==> src/design/assert_macros.svh <==
// assertion macros for the design files, included by bve_seq
`ifndef ASSERT_MACROS_SVH
`define ASSERT_MACROS_SVH

`ifndef NO_ASSERTIONS

// property checked at every edge outside reset
`define ASSERT_CHK(lbl, prop, msg) \
  lbl: assert property (@(posedge clk) disable iff (!rst_n) prop) else $error(msg);

// consequent checked at the edge after the antecedent
`define ASSERT_NEXT(lbl, ante, cons, msg) \
  lbl: assert property (@(posedge clk) disable iff (!rst_n) (ante) |=> (cons)) else $error(msg);

`else

`define ASSERT_CHK(lbl, prop, msg)
`define ASSERT_NEXT(lbl, ante, cons, msg)

`endif

`endif

==> src/design/bve_pkg.sv <==
// types and constants of the bounded vector engine
package bve_pkg;

  localparam int DEPTH  = 256;
  localparam int ADDR_W = (DEPTH > 1) ? $clog2(DEPTH) : 1;
  localparam int CNT_W  = $clog2(DEPTH + 1);

  localparam int ACT_W     = 3;
  localparam int IDX_W     = 8;
  localparam int VAL_W     = 32;
  localparam int FOUND_W   = 8;
  localparam int ECOUNT_W  = 9;
  localparam int WORD_W    = 32;

  localparam int IN_TDATA_W  = ((IDX_W + VAL_W + 7) / 8) * 8;
  localparam int OUT_BITS_W  = WORD_W + FOUND_W + ECOUNT_W;
  localparam int OUT_TDATA_W = ((OUT_BITS_W + 7) / 8) * 8;
  localparam int OUT_PAD_W   = OUT_TDATA_W - OUT_BITS_W;

  typedef enum logic [ACT_W-1:0] {
    ACT_APPEND = 3'd0,
    ACT_READ   = 3'd1,
    ACT_WRITE  = 3'd2,
    ACT_REMOVE = 3'd3,
    ACT_ZERO   = 3'd4,
    ACT_EMPTY  = 3'd5,
    ACT_FIND   = 3'd6
  } action_t;

  typedef enum logic [3:0] {
    S_IDLE = 4'b0001,
    S_EXEC = 4'b0010,
    S_WALK = 4'b0100,
    S_DONE = 4'b1000
  } state_t;

  typedef struct packed {
    logic                ok;
    logic [WORD_W-1:0]   read_data;
    logic [FOUND_W-1:0]  found_index;
    logic [ECOUNT_W-1:0] entry_count;
  } res_t;

endpackage

==> src/design/bve_seq.sv <==
// request sequencer: decodes actions and walks the entry memory
`include "assert_macros.svh"

module bve_seq (
  input  logic                       clk,
  input  logic                       rst_n,
  input  logic                       in_valid,
  output logic                       in_ready,
  input  bve_pkg::action_t           in_action,
  input  logic [bve_pkg::IDX_W-1:0]  in_index,
  input  logic [bve_pkg::VAL_W-1:0]  in_value,
  output logic                       res_valid,
  input  logic                       res_ready,
  output bve_pkg::res_t              res,
  output logic                       mem_we,
  output logic [bve_pkg::ADDR_W-1:0] mem_waddr,
  output logic [bve_pkg::WORD_W-1:0] mem_wdata,
  output logic                       mem_re,
  output logic [bve_pkg::ADDR_W-1:0] mem_raddr,
  input  logic [bve_pkg::WORD_W-1:0] mem_rdata
);
  import bve_pkg::*;

  state_t              state_r, state_nxt;
  action_t             act_r, act_nxt;
  logic [IDX_W-1:0]    idx_r, idx_nxt;
  logic [VAL_W-1:0]    val_r, val_nxt;
  logic [CNT_W-1:0]    count_r, count_nxt;
  logic [CNT_W-1:0]    ptr_r, ptr_nxt;
  logic [CNT_W-1:0]    end_r, end_nxt;
  logic                pend_r, pend_nxt;
  logic [ADDR_W-1:0]   pend_addr_r, pend_addr_nxt;
  logic                ok_r, ok_nxt;
  logic [WORD_W-1:0]   rd_r, rd_nxt;
  logic [FOUND_W-1:0]  found_r, found_nxt;

  logic [CNT_W-1:0]    idx_ext;
  logic                in_range;
  logic                more;
  logic                wr_legal;

  assign idx_ext  = CNT_W'(idx_r);
  assign in_range = idx_ext < count_r;
  assign more     = ptr_r < end_r;

  assign in_ready  = (state_r == S_IDLE);
  assign res_valid = (state_r == S_DONE);
  assign res       = '{ok: ok_r, read_data: rd_r, found_index: found_r,
                       entry_count: ECOUNT_W'(count_r)};

  // append writes just past the stored entries, everything else inside them
  assign wr_legal = (act_r == ACT_APPEND) ? (CNT_W'(mem_waddr) == count_r)
                                          : (CNT_W'(mem_waddr) < count_r);

  always_comb begin
    state_nxt     = state_r;
    act_nxt       = act_r;
    idx_nxt       = idx_r;
    val_nxt       = val_r;
    count_nxt     = count_r;
    ptr_nxt       = ptr_r;
    end_nxt       = end_r;
    pend_nxt      = pend_r;
    pend_addr_nxt = pend_addr_r;
    ok_nxt        = ok_r;
    rd_nxt        = rd_r;
    found_nxt     = found_r;
    mem_we        = 1'b0;
    mem_waddr     = '0;
    mem_wdata     = '0;
    mem_re        = 1'b0;
    mem_raddr     = ptr_r[ADDR_W-1:0];

    unique case (state_r)
      S_IDLE: begin
        if (in_valid) begin
          act_nxt   = in_action;
          idx_nxt   = in_index;
          val_nxt   = in_value;
          state_nxt = S_EXEC;
        end
      end

      S_EXEC: begin
        ok_nxt    = 1'b0;
        rd_nxt    = '0;
        found_nxt = '0;
        pend_nxt  = 1'b0;
        state_nxt = S_DONE;
        unique case (act_r)
          ACT_APPEND: begin
            if (count_r < CNT_W'(DEPTH)) begin
              mem_we    = 1'b1;
              mem_waddr = count_r[ADDR_W-1:0];
              mem_wdata = val_r;
              count_nxt = count_r + CNT_W'(1);
              ok_nxt    = 1'b1;
            end
          end
          ACT_READ: begin
            if (in_range) begin
              ptr_nxt   = idx_ext;
              end_nxt   = idx_ext + CNT_W'(1);
              state_nxt = S_WALK;
            end
          end
          ACT_WRITE: begin
            if (in_range) begin
              mem_we    = 1'b1;
              mem_waddr = idx_ext[ADDR_W-1:0];
              mem_wdata = val_r;
              ok_nxt    = 1'b1;
            end
          end
          ACT_REMOVE: begin
            if (in_range) begin
              ptr_nxt   = idx_ext + CNT_W'(1);
              end_nxt   = count_r;
              state_nxt = S_WALK;
            end
          end
          ACT_ZERO, ACT_FIND: begin
            ptr_nxt   = '0;
            end_nxt   = count_r;
            state_nxt = S_WALK;
          end
          ACT_EMPTY: begin
            count_nxt = '0;
            ok_nxt    = 1'b1;
          end
          default: begin
          end
        endcase
      end

      S_WALK: begin
        if (act_r == ACT_ZERO) begin
          if (more) begin
            mem_we    = 1'b1;
            mem_waddr = ptr_r[ADDR_W-1:0];
            mem_wdata = '0;
            ptr_nxt   = ptr_r + CNT_W'(1);
          end else begin
            ok_nxt    = 1'b1;
            state_nxt = S_DONE;
          end
        end else begin
          // reads stream out one per cycle, data comes back in the cycle after
          if (more) begin
            mem_re        = 1'b1;
            ptr_nxt       = ptr_r + CNT_W'(1);
            pend_nxt      = 1'b1;
            pend_addr_nxt = ptr_r[ADDR_W-1:0];
          end else begin
            pend_nxt = 1'b0;
          end

          if (pend_r) begin
            if (act_r == ACT_READ) begin
              ok_nxt    = 1'b1;
              rd_nxt    = mem_rdata;
              state_nxt = S_DONE;
            end else if (act_r == ACT_REMOVE) begin
              // write trails the read by two entries, so no overlap
              mem_we    = 1'b1;
              mem_waddr = pend_addr_r - ADDR_W'(1);
              mem_wdata = mem_rdata;
            end else if (mem_rdata == val_r) begin
              ok_nxt    = 1'b1;
              found_nxt = FOUND_W'(pend_addr_r);
              state_nxt = S_DONE;
            end
          end

          if (!more && !pend_r) begin
            if (act_r == ACT_REMOVE) begin
              count_nxt = count_r - CNT_W'(1);
              ok_nxt    = 1'b1;
            end
            state_nxt = S_DONE;
          end
        end
      end

      S_DONE: begin
        if (res_ready) begin
          state_nxt = S_IDLE;
        end
      end

      default: begin
        state_nxt = S_IDLE;
      end
    endcase
  end

  always_ff @(posedge clk) begin
    if (!rst_n) begin
      state_r <= S_IDLE;
      count_r <= '0;
      pend_r  <= 1'b0;
    end else begin
      state_r <= state_nxt;
      count_r <= count_nxt;
      pend_r  <= pend_nxt;
    end
  end

  always_ff @(posedge clk) begin
    act_r       <= act_nxt;
    idx_r       <= idx_nxt;
    val_r       <= val_nxt;
    ptr_r       <= ptr_nxt;
    end_r       <= end_nxt;
    pend_addr_r <= pend_addr_nxt;
    ok_r        <= ok_nxt;
    rd_r        <= rd_nxt;
    found_r     <= found_nxt;
  end

  `ASSERT_CHK(a_count_bound, count_r <= CNT_W'(DEPTH), "entry count above depth")
  `ASSERT_CHK(a_write_in_store, mem_we |-> wr_legal, "write outside stored entries")
  `ASSERT_CHK(a_read_in_store, mem_re |-> (CNT_W'(mem_raddr) < count_r), "read beyond entry count")
  `ASSERT_NEXT(a_exec_clears_pend, state_r == S_EXEC, !pend_r, "stale read pending at walk start")

endmodule

==> config.mk <==
export PLATFORM = sky130hd
export DESIGN_NAME = bve_seq
export DESIGN_NICKNAME = d
export VERILOG_FILES = /design/src/design/bve_pkg.sv /design/src/design/bve_seq.sv
export VERILOG_INCLUDE_DIRS = /design/src /design/src/design
export SDC_FILE = /design/constraint.sdc
export NUM_CORES = 1
export LEC_CHECK = 0
export CORE_MARGIN = 8
export CORE_UTILIZATION = 45
export DETAILED_ROUTE_END_ITERATION = 10
export DONT_BUFFER_PORTS = 1
export PLACE_DENSITY = 0.65
export SKIP_LAST_GASP = 1
export SLEW_MARGIN = 20
export SYNTH_ARGS = -nofsm -noshare
export SYNTH_HDL_FRONTEND = slang
export SYNTH_SLANG_ARGS = --single-unit
==> constraint.sdc <==
create_clock -name clk -period 7.6 [get_ports clk]
set_input_delay 0.38 -clock clk [delete_from_list [all_inputs] [get_ports clk]]
set_output_delay 0.38 -clock clk [all_outputs]
set_load 0.02 [all_outputs]
==> metrics.md, run 1 <==
| Metric | Value |
|---|---|
| Routed WL | 18900 um |
| DP HPWL | 14200 um |
| Rel. slew slack | 33.0% |
| DRC violations left | 0 |
| CP max FO | 10 |
| Power density cells | 307 mW/mm2 |
| Fill cells | 1332 |
| Met1 Usage GRT | 20.7% |
| Synth Warn # | 0 |
| Post-DR wirelength/cell | 23.3 um |
| Vias in the first global route | 4834 |
| Total clock sinks | 124 |
| Die height | 140 um |
| Gr busiest metal | met2 |
| Clk_skew | 0.00984 ns |
| Post-synth cell types | 68 |
| Synth Net Count | 731 |
| Switching share of power | 33.0% |
| Final period util | 47.4% |
| IO Port Bufs | 0 |
| Max incr delay on CP | 0.74 ns |
| Fin. Hold Viols | 0 |
| GR Layer Usage met2 | 32.6% |
| Pre-antenna DRT Iters | 7 |
| Post-layout util | 49.9% |
| CTS root buf | clkbuf_16 |
| Width of the chip | 140 um |
| Critical path arrival | 3.22 ns |
| WS Path Type | reg -> out |
| CP max-delay cell | o21ai_0 |
| Vias | 5012 |
| Post-synthesis sequential area ratio | 51.7% |
| Largest net degree at the start of global routing | 61 |
| Cell-internal power | 1.55 mW |
| Clock Latency Late Sink | 0.42 ns |
| Total negative slack | 0 ns |
| CTS tree | done |
| Fin. max-slew vios | 0 |
| Met3 GRT Util | 7.24% |
| Nets | 710 |
| Total congestion overflow | 0 |
| Share of cells above drive strength 1 | 9.02% |
| Leakage power | 2.63 nW |
| Worst setup SP type | flop |
| CP top delay family | compound AO/OA/AOI/OAI gates |
| Buf/Inv on CP | 1 |
| Vias/cell | 6.19 |
| Comb pwr share | 20.0% |
| Outcome | completed |
| Sequential power share | 45.2% |
| Max cap viols | 0 |
| Max VDD drop | 0.172 mV |
| Number of synthesized flops with an enable pin | 110 |
| DP Area | 0.00697 mm2 |
| FMAX | 278 MHz |
| RSZ-0062 raised after global routing | no |
| First-pass GRT wire length | 28700 um |
| Clock Path Buffers | 2 |
| Post-route ant nets | 0 |
| Async S/R FF share, synth | 0% |
| Area Overhead vs Synth | 8.98% |
| Endpoints failing setup | 0 |
| Syn avg cell area | 11.0 um2 |
| GRT Resource Usage Total | 19.0% |
| Die area | 0.0196 mm2 |
| Clock share of power | 34.8% |
| Total CTS buffers | 17 |
| Commonest non-fill, non-tap cell in the layout | edfxtp_1 |
| Cts repair resizes | 0 |
| FF+latch count, synth | 124 |
| Syn Inst Count | 629 |
| CP cell instances | inv_1, ha_1, a21o_1, a21oi_1, o22a_1, and4_4, nor2_1, o21ai_0 |
| Hold WC Path Type | in -> reg |
| Crit path time final | 3.60 ns |
| CP Capture Type | output port |
| Req. time, crit path | 7.22 ns |
| Initial antenna violation count | 1 |
| Dominant synthesized flop cell | edfxtp_1 |
| # hold bufs at CTS | 0 |
| H-tree levels | 4 |
| Post-CTS Setup Inserts | 0 |
| Clock transition at path regs | 0.06 ns |
| Worst-Margin Slew | 1.00 ns |
| GP Congestion | 0.992 |
| Starting density of the core | 45.8% |
| Leading cell types in the layout, fill and taps excluded | 110 x edfxtp_1, 46 x nand2_1, 41 x and2_1, 33 x a22o_1, 32 x a21oi_1 |
| IO Count | 181 |
| Final Cell Area | 0.00756 mm2 |
| Std-Cell Rows | 45 |
| Synth Cell Area | 0.00694 mm2 |
| Core area | 0.0151 mm2 |
| Switching Power | 0.766 mW |
| Initial drt markers | 303 |
-- final cells by class --
cell class	count	area, um2	area share (%)
Antenna cell	1	2.50	0.0331
Clock buffer	17	425	5.63
Clock inverter	15	164	2.17
Inverter	25	98.8	1.31
Multi-Input combinational cell	436	3020	39.9
Sequential cell	124	3580	47.4
Tap cell	188	235	3.11
Timing Repair Buffer	4	30.0	0.397
-- state kept, by name, summed over array words and instances, names as in the netlist, 3 cells and up --
signal	flops
act_r	3
count_r	9
end_r	9
found_r	8
idx_r	8
pend_addr_r	8
ptr_r	9
rd_r	32
state_r	4
val_r	32
-- power by group through the flow --
stage               clock (mW)  sequential, mW  combinational, mW
floorplan                    0            1.01              0.387
detailed placement           0            1.06              0.462
global route             0.848            1.06              0.517
finish                   0.807            1.05              0.464
global placement             0            1.06              0.451
CTS                      0.821            1.05              0.465
-- cell families (layout without fill, tap and decap cells) --
family,count (synthesis),count (layout),share of synthesized area (%)
and+or+nand+nor,195,195,15.6
muxes,6,6,0.866
other,0,1,0
DFF,124,124,51.7
adders and majority gates,23,23,4.15
buffers and inverters,69,61,5.12
xor gates and xnor gates,50,50,6.31
AOI/OAI and AO/OA,162,162,16.3
-- worst reg2reg max path, stage by stage (launching register included) --
cell	delay (ns)
dfxtp_1	0.63
inv_1	0.18
ha_1	0.37
a21o_1	0.17
a21oi_1	0.13
o22a_1	0.19
and2_1	0.18
o22ai_1	0.08
a21oi_1	0.74
-- layer usage --
metal | wire, um | part of all wire, % | up-vias
li1 | - | - | 2310
met1 | 7140 | 38 | 2443
met2 | 9610 | 51 | 227
met3 | 1710 | 9.1 | 32
met4 | 436 | 2.3 | 0
met5 | 0 | 0 | -
-- through the flow --
stage	instances	total power, mW	setup slack (ns)	hold slack [ns]
after floorplan	629	1.39	3.48	0.479
after global placement	777	1.51	4.37	0.473
after detailed placement	777	1.53	4.29	0.479
after CTS	809	2.33	4.00	0.0405
after global routing	810	2.43	3.87	0.0277
final	810	2.32	4.00	0.0533
-- cell usage after synthesis, types with 9 or more instances --
cell	instances	area share [%]
edfxtp_1	110	48
nand2_1	46	2.5
and2_1	42	3.8
a22o_1	33	4.2
a21oi_1	32	2.3
o21ai_0	32	2.3
nor2_1	30	1.6
xor2_1	30	3.8
inv_1	24	1.3
ha_1	23	4.1
nand3_1	22	1.6
xnor2_1	20	2.5
clkbuf_1	18	0.97
a22oi_1	16	1.7
dfxtp_1	14	4.0
o22ai_1	14	1.3
nand4_1	10	0.90
and3_1	9	0.81
buf_2	9	0.65
buf_4	9	0.97
-- final timing paths --
check	start	endpoint	slack (ns)	cells past startpoint
max	count_r[6]$_SDFFE_PN0P_	mem_we	4.00	8
min	in_value[1]	val_r[1]$_DFFE_PP_	0.05	0
max reg2reg	count_r[6]$_SDFFE_PN0P_	ptr_r[6]$_DFFE_PP_	4.55	8
min reg2reg	pend_addr_r[7]$_DFFE_PP_	found_r[7]$_SDFFCE_PN0P_	0.58	1
(Power assumes the default switching activity.)
==> run 2, diff against run 1 <==
- PLACE_DENSITY: 0.65 -> 0.67
- clock period: 7.6 -> 3 ns (I/O delays scaled with it)
==> metrics.md, run 2 (same netlist as run 1, synthesis figures left out) <==
| Metric | Value |
|---|---|
| Core area | 0.0151 mm2 |
| Sequential power share | 42.3% |
| Clock Latency Late Sink | 0.42 ns |
| Post-CTS Setup Inserts | 0 |
| Commonest non-fill, non-tap cell in the layout | edfxtp_1 |
| Switching share of power | 34.1% |
| GR Layer Usage met2 | 38.2% |
| Leakage power | 3.16 nW |
| Area Overhead vs Synth | 24.9% |
| Largest net degree at the start of global routing | 33 |
| Share of cells above drive strength 1 | 14.7% |
| Placed insts | 813 |
| IO Count | 181 |
| Total CTS buffers | 17 |
| Final period util | 99.6% |
| CTS root buf | clkbuf_16 |
| Final Cell Area | 0.00866 mm2 |
| Routed WL | 21900 um |
| Clock transition at path regs | 0.06 ns |
| Met3 GRT Util | 6.59% |
| Die height | 140 um |
| Clock share of power | 33.9% |
| DP Area | 0.00723 mm2 |
| First-pass GRT wire length | 32800 um |
| Vias in the first global route | 5741 |
| RSZ-0062 raised after global routing | yes |
| Worst setup margin | 0.0134 ns |
| Req. time, crit path | 2.85 ns |
| Worst setup SP type | flop |
| GRT Resource Usage Total | 21.7% |
| Endpoints failing setup | 0 |
| DRC violations left | 0 |
| Worst-Margin Slew | 0.853 ns |
| Crit path time final | 2.99 ns |
| Rel. slew slack | 42.9% |
| Gr busiest metal | met2 |
| Met1 Usage GRT | 23.2% |
| CP Capture Type | output port |
| Critical path arrival | 2.84 ns |
| Clk_skew | 0.0128 ns |
| Fin. max-slew vios | 0 |
| Post-route insts no fill | 926 |
| Total clock sinks | 124 |
| DP HPWL | 14800 um |
| Nets | 826 |
| Overall power | 6.10 mW |
| Initial drt markers | 472 |
| Hold WC Path Type | in -> reg |
| H-tree levels | 4 |
| Max cap viols | 0 |
| CP max FO | 13 |
| Clock Path Buffers | 2 |
| Final hold slack | 0.0341 ns |
| Initial antenna violation count | 1 |
| GP Congestion | 0.944 |
| Switching Power | 2.08 mW |
| FMAX | 335 MHz |
| Std-Cell Rows | 45 |
| CTS tree | done |
| Max incr delay on CP | 0.51 ns |
| Total congestion overflow | 0 |
| Comb pwr share | 23.9% |
| Fin. Hold Viols | 0 |
| CP max-delay cell | edfxtp_1 |
| Starting density of the core | 45.8% |
| Vias/cell | 6.07 |
| Power density cells | 704 mW/mm2 |
| WS Path Type | reg -> out |
| CP top delay family | compound AO/OA/AOI/OAI gates |
| Pre-antenna DRT Iters | 5 |
| Vias | 5620 |
| Top flop regs | rd_r x32, val_r x32 |
| Leading cell types in the layout, fill and taps excluded | 110 x edfxtp_1, 77 x dlygate4sd3_1, 46 x nand2_1, 41 x and2_1, 39 x buf_4 |
| CP cell instances | ha_1, a21o_1, a21oi_1, o22a_1, and4_4, o21ba_2, a22o_1 |
| Die area | 0.0196 mm2 |
| Post-DR wirelength/cell | 23.6 um |
| Post-layout util | 57.2% |
| Buf/Inv on CP | 0 |
| Post-route ant nets | 0 |
| Cell-internal power | 4.02 mW |
| Setup Slack @ Placement | 0.383 ns |
| Width of the chip | 140 um |
| IO Port Bufs | 0 |
| Max VDD drop | 0.625 mV |
| Total negative slack | 0 ns |
| Outcome | completed |
run 2: cell types whose count changed in the layout (fill, tap and decap cells not counted), moves of 2 or more:
cell / change
dlygate4sd3_1: +77
a22o_2: +13
clkinv_2: -2
o21ba_4: +2
inv_6: +2
buf_4: +35
a22o_1: -13
clkinv_8: +2
run 2: worst paths after layout:
path | from | to | slack, ns | cells after the start
setup reg to reg | idx_r[6]$_DFFE_PP_ | ptr_r[2]$_DFFE_PP_ | 0.33 | 7
hold reg to reg | pend_addr_r[7]$_DFFE_PP_ | found_r[7]$_SDFFCE_PN0P_ | 0.58 | 1
setup / recovery | idx_r[6]$_DFFE_PP_ | mem_wdata[12] | 0.01 | 7
hold / removal | res_ready | state_r[2]$_SDFFE_PN0P_ | 0.03 | 4
run 2: final cells by class:
| cell class | instances | area (um2) |
|---|---|---|
| tap | 188 | 235 |
| clock buffer | 17 | 425 |
| timing repair buffer | 117 | 1080 |
| sequential | 124 | 3580 |
| clock inverter | 15 | 173 |
| multi-input combinational | 439 | 3060 |
| fill | 1206 | 6480 |
| inverter | 25 | 98.8 |
| antenna | 1 | 2.50 |
run 2: metal layers:
| metal | wire (um) | part of all wire, % |
|---|---|---|
| met1 | 8170 | 37 |
| met2 | 11100 | 51 |
| met3 | 1810 | 8.3 |
| met4 | 775 | 3.5 |
| met5 | 0 | 0 |
run 2: power groups by stage:
stage / registers, mW / logic [mW] / clock network [mW]
3_3_place_gp: 2.58 / 1.30 / 0
3_5_place_dp: 2.60 / 1.32 / 0
4_1_cts: 2.56 / 1.44 / 2.09
6_report: 2.58 / 1.46 / 2.07
2_1_floorplan: 2.54 / 0.982 / 0
5_1_grt: 2.60 / 1.59 / 2.16
run 2: timing repair:
item	4_1_cts	5_1_grt
resized for setup	1	15
setup endpoints to repair	32	33
pin swaps	0	0
hold buffers	77	0
gates cloned	1	2
hold endpoints to repair	89	0
run 2: worst min-delay path: cells and delay by family:
| family | cells | cell delay [ns] |
|---|---|---|
| AO/OA/AOI/OAI | 2 | 0.15 |
| AND/OR/NAND/NOR | 1 | 0.08 |
| buffers and inverters | 1 | 0.04 |
